===== src/rtl/keyframe_linear_interpolator_unit_defines.svh =====
// Assertion macros shared by the keyframe interpolator RTL.
`ifndef KEYFRAME_LINEAR_INTERPOLATOR_UNIT_DEFINES_SVH
`define KEYFRAME_LINEAR_INTERPOLATOR_UNIT_DEFINES_SVH

// Same-cycle implication, checked on every clock edge outside reset.
`define KLI_ASSERT_NOW(label, ante, cons) \
	label: assert property (@(posedge clk) disable iff (!arst_n) (ante) |-> (cons)) \
		else $error("kli assertion failed");

// Next-cycle implication, checked on every clock edge outside reset.
`define KLI_ASSERT_NEXT(label, ante, cons) \
	label: assert property (@(posedge clk) disable iff (!arst_n) (ante) |=> (cons)) \
		else $error("kli assertion failed");

`endif


===== src/rtl/kli_pkg.sv =====
// Package with types, codes and widths of the keyframe interpolator.
`default_nettype none
package kli_pkg;

	localparam int MAX_KEYFRAMES_DEF = 16;

	localparam int TIME_W = 17;
	localparam int VAL_W  = 8;
	localparam int NUM_W  = TIME_W + VAL_W;

	localparam logic [1:0] OP_CLEAR  = 2'd0;
	localparam logic [1:0] OP_APPEND = 2'd1;
	localparam logic [1:0] OP_EVAL   = 2'd2;

	localparam logic [1:0] ST_OK    = 2'd0;
	localparam logic [1:0] ST_FULL  = 2'd1;
	localparam logic [1:0] ST_EMPTY = 2'd2;

	typedef struct packed {
		logic [TIME_W-1:0] ktime;
		logic [VAL_W-1:0]  kval;
	} kf_entry_t;

	typedef enum logic [2:0] {
		S_IDLE,
		S_SCAN_RD,
		S_SCAN_CMP,
		S_MUL_A,
		S_MUL_B,
		S_DIV_START,
		S_DIV_WAIT,
		S_DONE
	} state_t;

endpackage
`default_nettype wire


===== src/rtl/kli_table.sv =====
// Keyframe table memory with one write port and one registered read port.
`default_nettype none
module kli_table #(
	parameter int DEPTH = kli_pkg::MAX_KEYFRAMES_DEF,
	parameter int AW = $clog2(DEPTH)
) (
	input  wire logic                clk,
	input  wire logic                we,
	input  wire logic [AW-1:0]       waddr,
	input  wire kli_pkg::kf_entry_t  wdata,
	input  wire logic [AW-1:0]       raddr,
	output kli_pkg::kf_entry_t       rdata
);

	kli_pkg::kf_entry_t mem [DEPTH];
	kli_pkg::kf_entry_t rdata_q;

	always_ff @(posedge clk) begin
		if (we) begin
			mem[waddr] <= wdata;
		end
	end

	always_ff @(posedge clk) begin
		rdata_q <= mem[raddr];
	end

	assign rdata = rdata_q;

endmodule
`default_nettype wire


===== src/rtl/kli_div.sv =====
// Restoring divider that yields one quotient bit per cycle.
`default_nettype none
module kli_div (
	input  wire logic                          clk,
	input  wire logic                          arst_n,
	input  wire logic                          start,
	input  wire logic [kli_pkg::NUM_W-1:0]     num,
	input  wire logic [kli_pkg::TIME_W-1:0]    den,
	output logic                               done,
	output logic [kli_pkg::VAL_W-1:0]          quo
);

	localparam int TW = kli_pkg::TIME_W;
	localparam int QW = kli_pkg::VAL_W;
	localparam int CNT_W = $clog2(QW);

	logic             busy_q;
	logic             done_q;
	logic [CNT_W-1:0] cnt_q;
	logic [TW-1:0]    rem_q;
	logic [TW-1:0]    den_q;
	logic [QW-1:0]    low_q;
	logic [QW-1:0]    quo_q;
	logic [TW:0]      trial;
	logic             fits;

	// The quotient is known to fit in QW bits, so the upper part of the
	// numerator is already below the divisor and seeds the remainder.
	assign trial = {rem_q, low_q[QW-1]};
	assign fits  = trial >= {1'b0, den_q};

	always_ff @(posedge clk or negedge arst_n) begin
		if (!arst_n) begin
			busy_q <= 1'b0;
			done_q <= 1'b0;
			cnt_q  <= '0;
		end else begin
			done_q <= 1'b0;
			if (start) begin
				busy_q <= 1'b1;
				cnt_q  <= '0;
			end else if (busy_q) begin
				cnt_q <= cnt_q + CNT_W'(1);
				if (cnt_q == CNT_W'(QW - 1)) begin
					busy_q <= 1'b0;
					done_q <= 1'b1;
				end
			end
		end
	end

	always_ff @(posedge clk) begin
		if (start) begin
			rem_q <= num[kli_pkg::NUM_W-1:QW];
			low_q <= num[QW-1:0];
			den_q <= den;
		end else if (busy_q) begin
			if (fits) begin
				rem_q <= TW'(trial - {1'b0, den_q});
			end else begin
				rem_q <= trial[TW-1:0];
			end
			low_q <= {low_q[QW-2:0], 1'b0};
			quo_q <= {quo_q[QW-2:0], fits};
		end
	end

	assign done = done_q;
	assign quo  = quo_q;

endmodule
`default_nettype wire


===== src/rtl/keyframe_linear_interpolator_unit.sv =====
// Top level of the keyframe interpolator: sequencer, shared multiplier and output register.
//
//  Channel | Handshake          | Fields
//  --------+--------------------+-------------------------------------------
//  in      | in_valid, in_stall | op, key_time, key_value, query_time
//  out     | out_valid,out_stall| value, status
//
// Clear, append, unused codes and evaluate on an empty table go straight from
// acceptance to DONE. Evaluate otherwise reads one entry per SCAN_RD/SCAN_CMP
// pair per keyframe scanned, then goes to DONE when it clamps, or through
// MUL_A, MUL_B, DIV_START and DIV_WAIT when it interpolates, the divider giving
// one quotient bit per cycle. One item is in work at a time; in_stall is high
// from acceptance until the result is loaded into the output register.
// Reset clears the sequencer, the keyframe count and the output valid flag.
`default_nettype none
`include "keyframe_linear_interpolator_unit_defines.svh"
module keyframe_linear_interpolator_unit #(
	parameter int MAX_KEYFRAMES = kli_pkg::MAX_KEYFRAMES_DEF
) (
	input  wire logic                         clk,
	input  wire logic                         arst_n,
	input  wire logic                         in_valid,
	output logic                              in_stall,
	input  wire logic [1:0]                   op,
	input  wire logic [kli_pkg::TIME_W-1:0]   key_time,
	input  wire logic [kli_pkg::VAL_W-1:0]    key_value,
	input  wire logic [kli_pkg::TIME_W-1:0]   query_time,
	output logic                              out_valid,
	input  wire logic                         out_stall,
	output logic [kli_pkg::VAL_W-1:0]         value,
	output logic [1:0]                        status
);

	localparam int AW = $clog2(MAX_KEYFRAMES);
	localparam int CW = $clog2(MAX_KEYFRAMES + 1);
	localparam int TW = kli_pkg::TIME_W;
	localparam int VW = kli_pkg::VAL_W;
	localparam int NW = kli_pkg::NUM_W;

	kli_pkg::state_t state_q, state_d;

	logic [CW-1:0] count_q;
	logic [CW-1:0] idx_q;
	logic [CW-1:0] idx_inc;
	logic [TW-1:0] qt_q;
	logic [TW-1:0] t1_q, t2_q;
	logic [VW-1:0] v1_q, v2_q;
	logic [NW-1:0] acc_q;
	logic [VW-1:0] res_value_q;
	logic [1:0]    res_status_q;
	logic          out_valid_q;
	logic [VW-1:0] value_q;
	logic [1:0]    status_q;

	logic          accept;
	logic          full;
	logic          tbl_we;
	logic          div_start;
	logic          div_done;
	logic [VW-1:0] div_quo;
	logic          out_free;
	logic          found;
	logic          sel_a;
	logic [VW-1:0] mul_a;
	logic [TW-1:0] mul_b;
	logic [NW-1:0] mul_p;

	kli_pkg::kf_entry_t wr_entry;
	kli_pkg::kf_entry_t rd_entry;

	assign accept   = in_valid && !in_stall;
	assign full     = count_q >= CW'(MAX_KEYFRAMES);
	assign idx_inc  = idx_q + CW'(1);
	assign found    = rd_entry.ktime > qt_q;
	assign out_free = !out_valid_q || !out_stall;
	assign wr_entry = '{ktime: key_time, kval: key_value};

	// One multiplier serves both products of the interpolation.
	assign mul_a = sel_a ? v1_q : v2_q;
	assign mul_b = sel_a ? TW'(t2_q - qt_q) : TW'(qt_q - t1_q);
	assign mul_p = NW'(mul_a) * NW'(mul_b);

	kli_table #(
		.DEPTH (MAX_KEYFRAMES)
	) u_table (
		.clk   (clk),
		.we    (tbl_we),
		.waddr (count_q[AW-1:0]),
		.wdata (wr_entry),
		.raddr (idx_q[AW-1:0]),
		.rdata (rd_entry)
	);

	kli_div u_div (
		.clk    (clk),
		.arst_n (arst_n),
		.start  (div_start),
		.num    (acc_q),
		.den    (TW'(t2_q - t1_q)),
		.done   (div_done),
		.quo    (div_quo)
	);

	always_comb begin
		state_d = state_q;
		case (state_q)
			kli_pkg::S_IDLE: begin
				if (accept) begin
					if (op == kli_pkg::OP_EVAL && count_q != '0) begin
						state_d = kli_pkg::S_SCAN_RD;
					end else begin
						state_d = kli_pkg::S_DONE;
					end
				end
			end
			kli_pkg::S_SCAN_RD: begin
				state_d = kli_pkg::S_SCAN_CMP;
			end
			kli_pkg::S_SCAN_CMP: begin
				if (found) begin
					state_d = (idx_q == '0) ? kli_pkg::S_DONE : kli_pkg::S_MUL_A;
				end else if (idx_inc == count_q) begin
					state_d = kli_pkg::S_DONE;
				end else begin
					state_d = kli_pkg::S_SCAN_RD;
				end
			end
			kli_pkg::S_MUL_A: begin
				state_d = kli_pkg::S_MUL_B;
			end
			kli_pkg::S_MUL_B: begin
				state_d = kli_pkg::S_DIV_START;
			end
			kli_pkg::S_DIV_START: begin
				state_d = kli_pkg::S_DIV_WAIT;
			end
			kli_pkg::S_DIV_WAIT: begin
				if (div_done) begin
					state_d = kli_pkg::S_DONE;
				end
			end
			kli_pkg::S_DONE: begin
				if (out_free) begin
					state_d = kli_pkg::S_IDLE;
				end
			end
			default: begin
				state_d = kli_pkg::S_IDLE;
			end
		endcase
	end

	always_comb begin
		in_stall  = state_q != kli_pkg::S_IDLE;
		tbl_we    = 1'b0;
		div_start = 1'b0;
		sel_a     = 1'b0;
		case (state_q)
			kli_pkg::S_IDLE: begin
				tbl_we = accept && op == kli_pkg::OP_APPEND && !full;
			end
			kli_pkg::S_MUL_A: begin
				sel_a = 1'b1;
			end
			kli_pkg::S_DIV_START: begin
				div_start = 1'b1;
			end
			default: begin
				sel_a = 1'b0;
			end
		endcase
	end

	always_ff @(posedge clk or negedge arst_n) begin
		if (!arst_n) begin
			state_q     <= kli_pkg::S_IDLE;
			count_q     <= '0;
			out_valid_q <= 1'b0;
		end else begin
			state_q <= state_d;
			if (accept && op == kli_pkg::OP_CLEAR) begin
				count_q <= '0;
			end else if (tbl_we) begin
				count_q <= count_q + CW'(1);
			end
			if (state_q == kli_pkg::S_DONE && out_free) begin
				out_valid_q <= 1'b1;
			end else if (!out_stall) begin
				out_valid_q <= 1'b0;
			end
		end
	end

	always_ff @(posedge clk) begin
		case (state_q)
			kli_pkg::S_IDLE: begin
				idx_q        <= '0;
				qt_q         <= query_time;
				res_value_q  <= '0;
				res_status_q <= kli_pkg::ST_OK;
				if (op == kli_pkg::OP_APPEND && full) begin
					res_status_q <= kli_pkg::ST_FULL;
				end else if (op == kli_pkg::OP_EVAL && count_q == '0) begin
					res_status_q <= kli_pkg::ST_EMPTY;
				end
			end
			kli_pkg::S_SCAN_CMP: begin
				if (found) begin
					t2_q        <= rd_entry.ktime;
					v2_q        <= rd_entry.kval;
					res_value_q <= rd_entry.kval;
				end else begin
					t1_q        <= rd_entry.ktime;
					v1_q        <= rd_entry.kval;
					res_value_q <= rd_entry.kval;
					idx_q       <= idx_inc;
				end
			end
			kli_pkg::S_MUL_A: begin
				acc_q <= mul_p;
			end
			kli_pkg::S_MUL_B: begin
				acc_q <= acc_q + mul_p;
			end
			kli_pkg::S_DIV_WAIT: begin
				if (div_done) begin
					res_value_q <= div_quo;
				end
			end
			kli_pkg::S_DONE: begin
				if (out_free) begin
					value_q  <= res_value_q;
					status_q <= res_status_q;
				end
			end
			default: begin
				idx_q <= idx_q;
			end
		endcase
	end

	assign out_valid = out_valid_q;
	assign value     = value_q;
	assign status    = status_q;

	`KLI_ASSERT_NEXT(a_busy_after_accept, accept, in_stall)
	`KLI_ASSERT_NOW(a_count_bounded, 1'b1, count_q <= CW'(MAX_KEYFRAMES))
	`KLI_ASSERT_NOW(a_div_done_in_wait, div_done, state_q == kli_pkg::S_DIV_WAIT)
	`KLI_ASSERT_NOW(a_empty_gives_zero, out_valid && status == kli_pkg::ST_EMPTY, value == '0)

endmodule
`default_nettype wire

===== config.mk =====
export PLATFORM = sky130hd
export DESIGN_NAME = keyframe_linear_interpolator_unit
export DESIGN_NICKNAME = d
export VERILOG_FILES = /design/src/rtl/kli_pkg.sv /design/src/rtl/kli_table.sv /design/src/rtl/kli_div.sv /design/src/rtl/keyframe_linear_interpolator_unit.sv
export VERILOG_INCLUDE_DIRS = /design/src /design/src/rtl
export SDC_FILE = /design/constraint.sdc
export NUM_CORES = 1
export LEC_CHECK = 0
export ABC_CLOCK_PERIOD_IN_PS = 14400
export BUFFER_PORTS_ARGS = -buffer_cell sky130_fd_sc_hd__buf_4
export CAP_MARGIN = 0
export CORE_AREA = 2 2 302 304
export DETAILED_ROUTE_END_ITERATION = 12
export DIE_AREA = 0 0 304 306
export GPL_TIMING_DRIVEN = 0
export PLACE_DENSITY = 0.56
export SLEW_MARGIN = 20
export SYNTH_ARGS = -nofsm -noshare
export SYNTH_HDL_FRONTEND = slang
export SYNTH_SLANG_ARGS = --single-unit

===== constraint.sdc =====
create_clock -name clk -period 14.4 [get_ports clk]
set_clock_uncertainty 0.2 [all_clocks]
set_input_delay 0 -clock clk [delete_from_list [all_inputs] [get_ports clk]]
set_output_delay 0 -clock clk [all_outputs]
set_load 0.01 [all_outputs]

==> run summary, run 1 <==
The run finished with clean final reports. The number of buffers between clock root and the deepest sink is 3. The max-capacitance violation count is 0. In this run, distinct cell masters in the synthesized netlist total 72. After filler insertion, the fill cell instance count of the layout stands at 8,196. The number of instances in the placed design came out at 3,477. The number of nets with antenna violations after detailed routing came out at 0.

STA puts the critical path data required time at 14,560 ps. The clock reaches the later pin of the worst-skew pair after 620 ps. Data on the critical path arrives at its endpoint at 10,260 ps. On the worst path, the slowest cell contributes a delay of 810 ps. The post-route netlist has 15.8% of its cells at a drive strength greater than 1. The post-route worst hold slack is 33.3 ps. Summing all multi-input logic gate instances after layout gives 12,500 µm². The number of remaining DRC errors came out at 0. In this run, post-CTS repair resized a total of 0 instances.

The cell area after technology mapping came out at 31,200 µm². The most numerous cell type found on the critical path is sky130_fd_sc_hd__a21oi_1. Entering global routing, the biggest net connects 26 pins. The port buffer count came out at 59. Setup repair after global routing left no endpoint under its margin. The maximum fanout along the worst path came out at 8. The floorplan has 110 rows. TritonCTS built the clock tree. The count of flip-flops with a built-in enable after synthesis came out at 567.

The clock net in this run drives a total of 606 sinks. The wire length of the first global-routing pass came out at 119 mm. Summing the sequential cell areas from Yosys gives 57.2% of the chip area.

The post-layout instance count excluding filler cells came out at 3,664. The worst setup path is of the reg -> reg kind. The minimum clock period came out at 10,100 ps. Wires add up to 78.3 mm. Clock tree synthesis selected as its root buffer the cell sky130_fd_sc_hd__clkbuf_16. The upper clock frequency limit came out at 99.0 MHz.

The initial utilization of the core area, before any placement, comes to 34.9%. The sequential cell area is 17,900 µm². The met3 wire length came out at 4.10 mm. The core area is 89,600 µm². In the final routed layout, each cell accounts on average for 21.4 µm. The die area came out at 93,000 µm².

In this run the critical register-to-register path is launched from qt_q[0]. The library cells used most frequently in the layout, excluding fill and tap cells, are sky130_fd_sc_hd__edfxtp_1 (567), sky130_fd_sc_hd__nor2_1 (207), sky130_fd_sc_hd__inv_1 (186). When the netlist entered floorplanning its net count stood at 2,515. The number of hold-slack violations in the final timing report is 0.

The routability congestion estimate is 0.864. The total grt overflow came out at 0. The number of buffers and inverters on the critical path came out at 4. The I/O pin total is 60.

STA classifies the critical path startpoint as a flip-flop. The final count of pins violating max slew is 0. The amount of wire on met2 after detailed routing came out at 39.2 mm. The most common library cell in the layout ignoring fill and taps is sky130_fd_sc_hd__edfxtp_1. The estimated wirelength of the detail-placed design is 57.2 mm. The number of antenna violations at the first check in global routing came out at 5. The total global-route track usage is 16.9%. The H-tree generated during clock tree synthesis spans 3 levels.

The async set-or-reset flop fraction in the synthesized netlist came out at 2.31%. The critical path starts at qt_q[0]. The highest metal layer carrying signal wires in the routed design is met5. The height of the die is 306 µm.

For this run, the post-layout net count is 2,741. The endpoint kind of the worst setup timing path is a flip-flop. The number of detailed-routing iterations run before antenna repair is 5. Once the clock tree was built, the setup fixing pass inserted 0 buffers. In the synthesized netlist, the number of instances is 2,211. The headroom to the max-slew limit came out at 27.7%. The number of vias per cell is 5.16. In this run the worst hold path is classified as in -> reg.

The warning count from the yosys run came out at 0. The synthesized area per cell came out at 14.1 µm². At the pin with the least slew margin, the transition time is 1080 ps. The final critical-path share of the clock period came out at 70.2%.

Adding up every negative setup slack in the final design gives 0 ps. The worst hold path begins at key_time[9]. In this run the horizontal extent of the chip is 304 µm. The total via count after detailed routing came out at 18.9k. The length of routed wiring on met1 came out at 32.3 mm. The largest individual stage delay along the critical path comes from the cell sky130_fd_sc_hd__a21oi_1. In the synthesized netlist the dominant register cell turns out to be sky130_fd_sc_hd__edfxtp_1. The number of global-route vias before repair came out at 19.8k. The cell class contributing the biggest share of worst-path delay is compound AO/OA/AOI/OAI gates. The number of violations reported at the end of detailed-routing iteration 0 came out at 1,573. The number of buffers created by CTS is 67. Setup violations remaining at the end of the flow were counted as 0. Counting flops and latches in the post-synthesis netlist gives 606. After clock tree synthesis, the clock-pin slew on the worst setup and hold paths is 60 ps. The layout-stage area growth over the synthesis result is 17.4%.
state kept, by name, indices dropped and copies added, names as in the netlist, 17 cells and up:
name and count:
acc_q 25, qt_q 17, t1_q 17, t2_q 17, u_div.den_q 17, u_div.rem_q 17
u_table.mem 400, u_table.rdata 25
cells by family (layout without fill, tap and decap cells):
kind of cell,Yosys count,in the layout,synth area share (%)
AND/OR/NAND/NOR,493,493,7.24
flip-flops,606,606,57.2
XOR/XNOR,108,108,3.03
other,0,1,0
multiplexers,147,147,9.74
AO/OA/AOI/OAI,343,343,7.08
adder cells (fa/ha/maj),256,256,12.5
buffers and inverters,258,534,3.13
per-stage QoR:
step                util (%)  instance area, µm²  setup slack [ps]
floorplan                  -               31200              6150
global placement        37.0               33100              4450
detailed placement      37.8               33800              4410
CTS                     40.9               36600              4360
global route            40.9               36700              3690
finish                  40.9               36700              4300
layer usage:
| layer | vias up | GRT usage [%] |
|---|---|---|
| met5 | - | 0 |
| met4 | 4 | 6.36 |
| met3 | 136 | 3.28 |
| met2 | 476 | 29.5 |
| met1 | 9661 | 20.7 |
| li1 | 8617 | - |
final cells by class:
cell class                 instances  share of cell area (%)
buffer                            71                   0.788
multi-input combinational       1347                    34.1
tap                             1176                    4.01
timing repair buffer             157                    4.52
sequential                       606                    48.8
inverter                         187                    1.91
clock buffer                      92                    5.14
clock inverter                    27                   0.723
antenna                            1                 0.00683
cells in the mapped netlist (7+ instances only):
| cell type | count | area (µm²) |
|---|---|---|
| sky130_fd_sc_hd__edfxtp_1 | 567 | 17000 |
| sky130_fd_sc_hd__nor2_1 | 220 | 826 |
| sky130_fd_sc_hd__a22oi_1 | 14 | 105 |
| sky130_fd_sc_hd__nor2b_1 | 16 | 100 |
| sky130_fd_sc_hd__o21a_1 | 12 | 90.1 |
| sky130_fd_sc_hd__and2_1 | 11 | 68.8 |
| sky130_fd_sc_hd__buf_1 | 10 | 37.5 |
| sky130_fd_sc_hd__a31oi_1 | 12 | 75.1 |
| sky130_fd_sc_hd__nand3_1 | 15 | 75.1 |
| sky130_fd_sc_hd__inv_1 | 187 | 702 |
| sky130_fd_sc_hd__nor3_1 | 24 | 120 |
| sky130_fd_sc_hd__nand2b_1 | 19 | 119 |
| sky130_fd_sc_hd__o21ai_0 | 71 | 355 |
| sky130_fd_sc_hd__xnor2_1 | 65 | 569 |
| sky130_fd_sc_hd__clkbuf_1 | 59 | 221 |
| sky130_fd_sc_hd__mux2i_1 | 16 | 160 |
| sky130_fd_sc_hd__nand4_1 | 7 | 43.8 |
| sky130_fd_sc_hd__or2_2 | 23 | 144 |
| sky130_fd_sc_hd__dfxtp_1 | 25 | 500 |
| sky130_fd_sc_hd__a21boi_0 | 8 | 60.1 |
| sky130_fd_sc_hd__nand2_1 | 113 | 424 |
| sky130_fd_sc_hd__mux4_2 | 125 | 2820 |
| sky130_fd_sc_hd__ha_1 | 161 | 2010 |
| sky130_fd_sc_hd__dfrtp_1 | 14 | 350 |
| sky130_fd_sc_hd__a21oi_1 | 93 | 465 |
| sky130_fd_sc_hd__o21bai_1 | 10 | 75.1 |
| sky130_fd_sc_hd__xor2_1 | 43 | 377 |
| sky130_fd_sc_hd__a211oi_1 | 13 | 97.6 |
| sky130_fd_sc_hd__fa_1 | 95 | 1900 |
| sky130_fd_sc_hd__a21o_1 | 54 | 405 |
| sky130_fd_sc_hd__and3_1 | 15 | 93.8 |
worst register-to-register path: cells and delay by family, from the launching register on:
family / cells / cell delay [ps]
xor gates and xnor gates: 3 / 420
buffers and inverters: 4 / 380
and+or+nand+nor: 7 / 1310
DFF: 1 / 520
AOI/OAI and AO/OA: 15 / 3680
adders and majority gates: 8 / 3360
worst paths after layout:
| kind | end | slack [ps] | cells after the start |
|---|---|---|---|
| max | acc_q[24] | 4300 | 37 |
| min | u_table.mem[4][17] | 30 | 2 |
| max reg2reg | acc_q[24] | 4300 | 37 |
| min reg2reg | status[1] | 220 | 0 |
| max in group asynchronous | count_q[4] | 13100 | 3 |
| min in group asynchronous | state_q[2] | 420 | 3 |
what timing repair did:
item / 4_1_cts / 5_1_grt
endpoints found under the hold margin: 452 / 0
hold buffers: 67 / 0
setup endpoints to repair: 0 / 0
Power of run 1 is left out: the tool's default activity adds up to more than one toggle a clock period on the data nets, which glitch-free logic cannot reach.
==> run 2, diff against run 1 <==
ABC_AREA = 1   (was unset)
ABC_CLOCK_PERIOD_IN_PS = 9900   (was 14400)
CORE_AREA = 2 2 312 314   (was 2 2 302 304)
DIE_AREA = 0 0 314 316   (was 0 0 304 306)
clock period = 9.9 ns   (was 14.4 ns; I/O delays follow)
==> run summary, run 2 <==
The number of nets with antenna violations after detailed routing came out at 0 (unchanged). The root buffer selected by CTS is sky130_fd_sc_hd__clkbuf_16 (unchanged). The most common library cell in the layout ignoring fill and taps is sky130_fd_sc_hd__nand2_1 (was sky130_fd_sc_hd__edfxtp_1). The net total in the final layout is 3,855 (was 2,741). The sum of negative setup slack came out at 0 ps (unchanged). The warning count from the yosys run came out at 0 (unchanged). The final critical-path share of the clock period is 79.9% (was 70.2%). The number of hold-slack violations in the final timing report is 0 (unchanged).

The endpoint kind of the worst setup timing path is a flip-flop (unchanged). The headroom to the max-slew limit is 27.2% (was 27.7%). The top register by number of flip-flops is u_table.mem (unchanged). The area of combinational cells with multiple inputs came out at 13,700 µm² (was 12,500 µm²). Leading cell types by count after synthesis: sky130_fd_sc_hd__nand2_1 (586), sky130_fd_sc_hd__edfxtp_1 (567), sky130_fd_sc_hd__nor2_1 (441), sky130_fd_sc_hd__inv_1 (362), sky130_fd_sc_hd__o21ai_0 (267) (was sky130_fd_sc_hd__edfxtp_1 (567), sky130_fd_sc_hd__nor2_1 (220), sky130_fd_sc_hd__inv_1 (187), sky130_fd_sc_hd__ha_1 (161), sky130_fd_sc_hd__mux4_2 (125)). The cell type with the highest occurrence count on the critical path is sky130_fd_sc_hd__nand2_1 (was sky130_fd_sc_hd__a21oi_1). The longest individual stage delay on the worst path came out at 550 ps (was 810 ps). The count of state elements after synthesis came to 606 (unchanged). The maximum fanout along the worst path was 8 (unchanged). The worst min-delay path class is in -> reg (unchanged). The arrival time of data at the critical path endpoint came out at 8070 ps (was 10,260 ps). The later-pin clock latency in the skew report is 620 ps (about the same). The I/O pin total was 60 (unchanged). The most common flop cell mapped by yosys is sky130_fd_sc_hd__edfxtp_1 (unchanged).

The average wire length per cell after detail routing is 19.9 µm (was 21.4 µm). The horizontal die dimension came out at 314 µm (was 304 µm). The wire length after detailed routing came to 97.3 mm (was 78.3 mm).

The launching point of the worst reg2reg path is t1_q[0] (was qt_q[0]). Top library cells by usage in the layout, fill and taps aside: sky130_fd_sc_hd__nand2_1 (584), sky130_fd_sc_hd__edfxtp_1 (567), sky130_fd_sc_hd__nor2_1 (425) (was sky130_fd_sc_hd__edfxtp_1 (567), sky130_fd_sc_hd__nor2_1 (207), sky130_fd_sc_hd__inv_1 (186)). The effective utilization at floorplan came out at 34.8% (was 34.9%).

The die area came to 99,200 µm² (was 93,000 µm²). Run status: completed (unchanged). The cell with the most instances after synthesis is sky130_fd_sc_hd__nand2_1 (was sky130_fd_sc_hd__edfxtp_1). The standard-cell row count is 114 (was 110).

The final-layout fill cell count is 9,346 (was 8,196). The height of the die is 316 µm (was 306 µm). The upper clock frequency limit came out at 126 MHz (was 99.0 MHz). The data required time of the critical path came out at 10,060 ps (was 14,560 ps).

The number of distinct standard cells referenced by the synthesized netlist is 57 (was 72). The number of global-route vias before repair came out at 24.6k (was 19.8k). The number of cells produced by synthesis was 3,338 (was 2,211). The start point of the critical path is t1_q[0] (was qt_q[0]). The total via count after detailed routing came to 24.8k (was 18.9k). Synth top area cells: sky130_fd_sc_hd__edfxtp_1 (51%), sky130_fd_sc_hd__nand2_1 (6.6%), sky130_fd_sc_hd__ha_1 (6.0%) (was sky130_fd_sc_hd__edfxtp_1 (55%), sky130_fd_sc_hd__mux4_2 (9.0%), sky130_fd_sc_hd__ha_1 (6.5%)). The cell type with the largest total area after synthesis is sky130_fd_sc_hd__edfxtp_1 (unchanged). The number of antenna violations at the first check in global routing is 3 (was 5).

The total grt overflow is 0 (unchanged). The top-area cell type share of the netlist area came out at 51.0% (was 54.5%). The post-cts hold buffer count was 68 (was 67).

The beginning of the worst hold path is key_time[16] (was key_time[9]). The count of flip-flops with a built-in enable after synthesis came out at 567 (unchanged). The number of detailed-routing iterations run before antenna repair came out at 5 (unchanged). The number of nets produced by synthesis came out at 3,642 (was 2,515). The number of remaining DRC errors is 0 (unchanged).

The max-capacitance violation count is 0 (unchanged). The core area is 96,000 µm² (was 89,600 µm²). The estimated wirelength of the detail-placed design is 73.5 mm (was 57.2 mm). The type of the worst setup path is reg -> reg (unchanged). The async set-or-reset flop fraction in the synthesized netlist came to 2.31% (unchanged). The number of buffers created by CTS is 68 (was 67). The cell area after technology mapping is 33,400 µm² (was 31,200 µm²). The post-CTS setup-driven buffer insertion count came to 0 (unchanged).

The number of violations reported at the end of detailed-routing iteration 0 is 2,028 (was 1,573). The synthesized area per cell is 10.0 µm² (was 14.1 µm²). The layout-stage area growth over the synthesis result is 16.3% (was 17.4%). The TritonCTS clock tree is built (unchanged). The sequential cell area is 17,900 µm² (unchanged).

Unrepaired setup endpoints after global routing: false (unchanged). The fraction of the yosys area taken by sequential cells is 53.5% (was 57.2%). The number of buffers between clock root and the deepest sink is 3 (unchanged).

The critical path's slowest cell is sky130_fd_sc_hd__fa_1 (was sky130_fd_sc_hd__a21oi_1). The ratio of cells with drive above 1 in the final layout was 9.19% (was 15.8%). The port buffer count is 59 (unchanged). The slew at the pin with the worst max-slew slack is 1090 ps (was 1080 ps). The depth of the CTS H-tree came out at 3 (unchanged). The final count of pins violating max slew is 0 (unchanged). The number of clock sinks came out at 606 (unchanged). The total setup violations reported at the end of the flow is 0 (unchanged). The kind of launch point of the worst setup path was a flip-flop (unchanged). The clock transition at the registers of the reported paths came out at 60 ps (about the same).

The routability congestion estimate came out at 0.914 (was 0.864). The maximum number of pins on one net before global-route repair came out at 27 (was 26). The flip-flop count of the largest register, all copies and words added came out at 400 (unchanged). The number of vias per cell is 5.07 (was 5.16). The minimum clock period came out at 7910 ps (was 10,100 ps).

The total global-route track usage is 19.6% (was 16.9%). The number of gates resized after CTS is 0 (unchanged). The wire length of the first global-routing pass came out at 148 mm (was 119 mm).
==> run 2: metrics by stage <==
| step | hold WS (ps) | worst slack, ps | std cells | util (%) | instance area [µm²] |
|---|---|---|---|---|---|
| 6_report | 36.9 | 1990 | 4880 | 40.4 | 38800 |
| 3_3_place_gp | -328 | 2010 | 4673 | 36.9 | 35400 |
| 2_1_floorplan | -496 | 3120 | 3338 | - | 33400 |
| 3_5_place_dp | -325 | 2030 | 4689 | 37.4 | 35900 |
| 5_1_grt | 58.3 | 1390 | 4880 | 40.4 | 38800 |
| 4_1_cts | 4.58 | 1980 | 4879 | 40.4 | 38800 |
==> run 2: cell type report <==
cell class                 instances  share of cell area, %
antenna                            1                0.00644
multi-input combinational       2242                   35.2
clock buffer                      85                   4.68
timing repair buffer             143                   3.85
buffer                           106                   1.35
sequential                       606                   46.0
inverter                         384                   3.72
clock inverter                    37                   1.02
tap                             1276                   4.11
==> run 2: cells by family after synthesis <==
| logic type | share of synthesized area, % |
|---|---|
| xor gates and xnor gates | 1.31 |
| and+or+nand+nor | 17.2 |
| adders and majority gates | 11.7 |
| muxes | 0.0337 |
| buffers and inverters | 5.89 |
| AOI/OAI and AO/OA | 10.3 |
| DFF | 53.5 |
==> run 2: worst max-delay path, delay by kind of cell (launching register included) <==
| family | cells | cell delay [ps] |
|---|---|---|
| buf+inv | 4 | 270 |
| fa+ha+maj | 8 | 3420 |
| simple gates | 19 | 2290 |
| compound gates | 3 | 690 |
| xor+xnor | 1 | 340 |
| flops | 1 | 440 |
==> run 2: final timing paths <==
path                                       to  slack (ps)  cells after the start
max                                 acc_q[22]        1990                     35
min                        u_table.mem[1][24]          40                      2
max reg2reg                         acc_q[22]        1990                     35
min reg2reg                          value[3]         220                      0
max in group asynchronous      u_div.cnt_q[1]        8650                      3
min in group asynchronous          count_q[2]         340                      3
==> run 2: metal layers <==
layer | track usage (%) | vias to the layer above | routed length, µm
met5 | 0 | - | 0
met4 | 6.48 | 0 | 3130
met3 | 2.69 | 152 | 5760
met2 | 32.8 | 730 | 45800
met1 | 26.4 | 11970 | 42700
li1 | - | 11901 | -
Power of run 2 is left out for the same reason.
==> run 3, diff against run 2 <==
ABC_AREA = 0   (was 1)
ABC_CLOCK_PERIOD_IN_PS = 7100   (was 9900)
CORE_AREA = 2 2 302 304   (was 2 2 312 314)
DIE_AREA = 0 0 304 306   (was 0 0 314 316)
PLACE_DENSITY = 0.58   (was 0.56)
clock period = 7.1 ns   (was 9.9 ns; I/O delays follow)
==> run summary, run 3 (synthesis gave the netlist of run 1 again) <==
The effective utilization at floorplan came to 34.9% (was 34.8%). The root buffer selected by CTS is sky130_fd_sc_hd__clkbuf_16 (unchanged). The TritonCTS clock tree is built (unchanged). The kind of launch point of the worst setup path was a flip-flop (unchanged). The layout-stage area growth over the synthesis result came out at 23.5% (was 16.3%).

The total setup violations reported at the end of the flow came out at 13 (was 0). The number of buffers between clock root and the deepest sink came out at 3 (unchanged). The depth of the CTS H-tree is 3 (unchanged). The final count of pins violating max slew came out at 0 (unchanged). The endpoint kind of the worst setup timing path is a flip-flop (unchanged).

The type of the worst setup path is reg -> reg (unchanged). The share of the core filled with cells in the final layout is 43.0% (was 40.4%). The net total in the final layout came out at 2,814 (was 3,855). The max-capacitance violation count came out at 0 (unchanged). The number of clock sinks was 606 (unchanged).

The arrival time of data at the critical path endpoint came to 8550 ps (was 8070 ps). The core area came out at 89,600 µm² (was 96,000 µm²). The later-pin clock latency in the skew report came out at 610 ps (was 620 ps). The standard-cell row count is 110 (was 114). The number of nets with antenna violations after detailed routing is 0 (unchanged). The port buffer count is 59 (unchanged). The horizontal die dimension is 304 µm (was 314 µm). The number of antenna violations at the first check in global routing is 5 (was 3). The average wire length per cell after detail routing is 21.4 µm (was 19.9 µm). The critical path's slowest cell is sky130_fd_sc_hd__fa_1 (unchanged).

The die area came out at 93,000 µm² (was 99,200 µm²). The worst min-delay path class was in -> reg (unchanged). The data required time of the critical path was 7250 ps (was 10,060 ps). The clock transition at the registers of the reported paths came out at 60 ps (about the same). The headroom to the max-slew limit came out at 24.8% (was 27.2%). The number of buffers created by CTS came out at 66 (was 68).

The wire length of the first global-routing pass is 120 mm (was 148 mm). The height of the die came out at 306 µm (was 316 µm). The number of hold-slack violations in the final timing report came out at 0 (unchanged).

The slew at the pin with the worst max-slew slack came out at 1120 ps (was 1090 ps). The number of global-route vias before repair came to 19.9k (was 24.6k). The top register by number of flip-flops is u_table.mem (unchanged).

The maximum number of pins on one net before global-route repair came out at 27 (unchanged). The maximum fanout along the worst path is 4 (was 8). The sequential cell area came to 17,900 µm² (about the same). The number of violations reported at the end of detailed-routing iteration 0 came out at 1,422 (was 2,028).

The total global-route track usage came out at 16.9% (was 19.6%). The longest individual stage delay on the worst path came out at 560 ps (was 550 ps). The estimated wirelength of the detail-placed design is 56.4 mm (was 73.5 mm). The I/O pin total is 60 (unchanged). The total via count after detailed routing is 19.2k (was 24.8k).

Unrepaired setup endpoints after global routing: true (was false). The most common library cell in the layout ignoring fill and taps is sky130_fd_sc_hd__edfxtp_1 (was sky130_fd_sc_hd__nand2_1). The total grt overflow is 0 (unchanged). The number of diodes added for antenna fixing was 0 (was 1). The number of detailed-routing iterations run before antenna repair is 5 (unchanged). The final critical-path share of the clock period is 118% (was 79.9%). The number of remaining DRC errors is 0 (unchanged). The upper clock frequency limit came out at 119 MHz (was 126 MHz). The cell type with the highest occurrence count on the critical path was sky130_fd_sc_hd__fa_1 (was sky130_fd_sc_hd__nand2_1). Top library cells by usage in the layout, fill and taps aside: sky130_fd_sc_hd__edfxtp_1 (567), sky130_fd_sc_hd__nor2_1 (189), sky130_fd_sc_hd__inv_1 (172) (was sky130_fd_sc_hd__nand2_1 (584), sky130_fd_sc_hd__edfxtp_1 (567), sky130_fd_sc_hd__nor2_1 (425)). The final worst-path setup slack came to -1300 ps (was 1990 ps).

The flip-flop count of the largest register, all copies and words added came out at 400 (unchanged). The wire length after detailed routing came out at 79.8 mm (was 97.3 mm). Run status: finished, violations left (was completed). The minimum clock period is 8400 ps (was 7910 ps). The number of vias per cell came out at 5.14 (was 5.07). The area of combinational cells with multiple inputs came out at 13,700 µm² (about the same). The routability congestion estimate came out at 0.837 (was 0.914).

The checks that failed: negative setup slack. The ratio of cells with drive above 1 in the final layout is 25.6% (was 9.19%). The final-layout fill cell count came out at 8,019 (was 9,346).
==> run 3: area by class of cell <==
class / instances / share of cell area [%]
Clock buffer: 77 / 4.55
Timing Repair Buffer: 239 / 6.00
Inverter: 187 / 1.83
Tap cell: 1176 / 3.81
Multi-Input combinational cell: 1347 / 35.4
Buffer: 63 / 0.743
Sequential cell: 606 / 46.4
Clock inverter: 42 / 1.28
==> run 3: what timing repair did <==
| item | 4_1_cts | 5_1_grt |
|---|---|---|
| endpoints found under the setup margin | 17 | 16 |
| buffers inserted | 55 | 23 |
| hold buffers | 74 | 0 |
| pin swaps | 75 | 92 |
| endpoints found under the hold margin | 452 | 0 |
| resized for setup | 127 | 99 |
==> run 3: through the flow <==
stage	hold slack [ps]	instance area (µm²)	setup TNS (ps)	setup slack (ps)	cells
6_report	37.5	38600	-10040	-1300	3737
5_1_grt	42.7	38600	-13590	-1600	3737
4_1_cts	1.66	38000	-9320	-1220	3717
3_5_place_dp	-316	34000	-23340	-2250	3476
3_3_place_gp	-317	33400	-104170	-2120	3446
2_1_floorplan	-496	31400	-2660	-664	2211
==> run 3: layer usage <==
layer  part of all wire (%)  vias up  routed length (µm)  global-route usage, %
met1                     42     9756               33300                   21.8
met2                     50      506               39600                   29.2
met5                  0.058        -                  46                      0
met4                    3.4        6                2720                   5.80
met3                    5.2      151                4150                   2.56
li1                       -     8781                   -                      -
==> run 3: critical path, delay by kind of cell, from the launching register on <==
kind                       cells  cell delay (ps)
buffers and inverters          7              790
AOI/OAI and AO/OA             11             2030
and+or+nand+nor                9             1240
adders and majority gates      7             2730
DFF                            1              520
xor gates and xnor gates       4              610
==> run 3: worst paths after layout <==
check,startpoint,end,slack [ps],cells past startpoint
worst max-delay path,qt_q[0],acc_q[24],-1300,38
worst max register to register,qt_q[0],acc_q[24],-1300,38
min in group asynchronous,arst_n,u_div.done,410,3
worst min register to register,res_value_q[7],value[7],220,0
max in group asynchronous,arst_n,state_q[2],5730,3
worst min-delay path,key_time[6],u_table.mem[10][14],40,2
Power of run 3 is left out for the same reason.
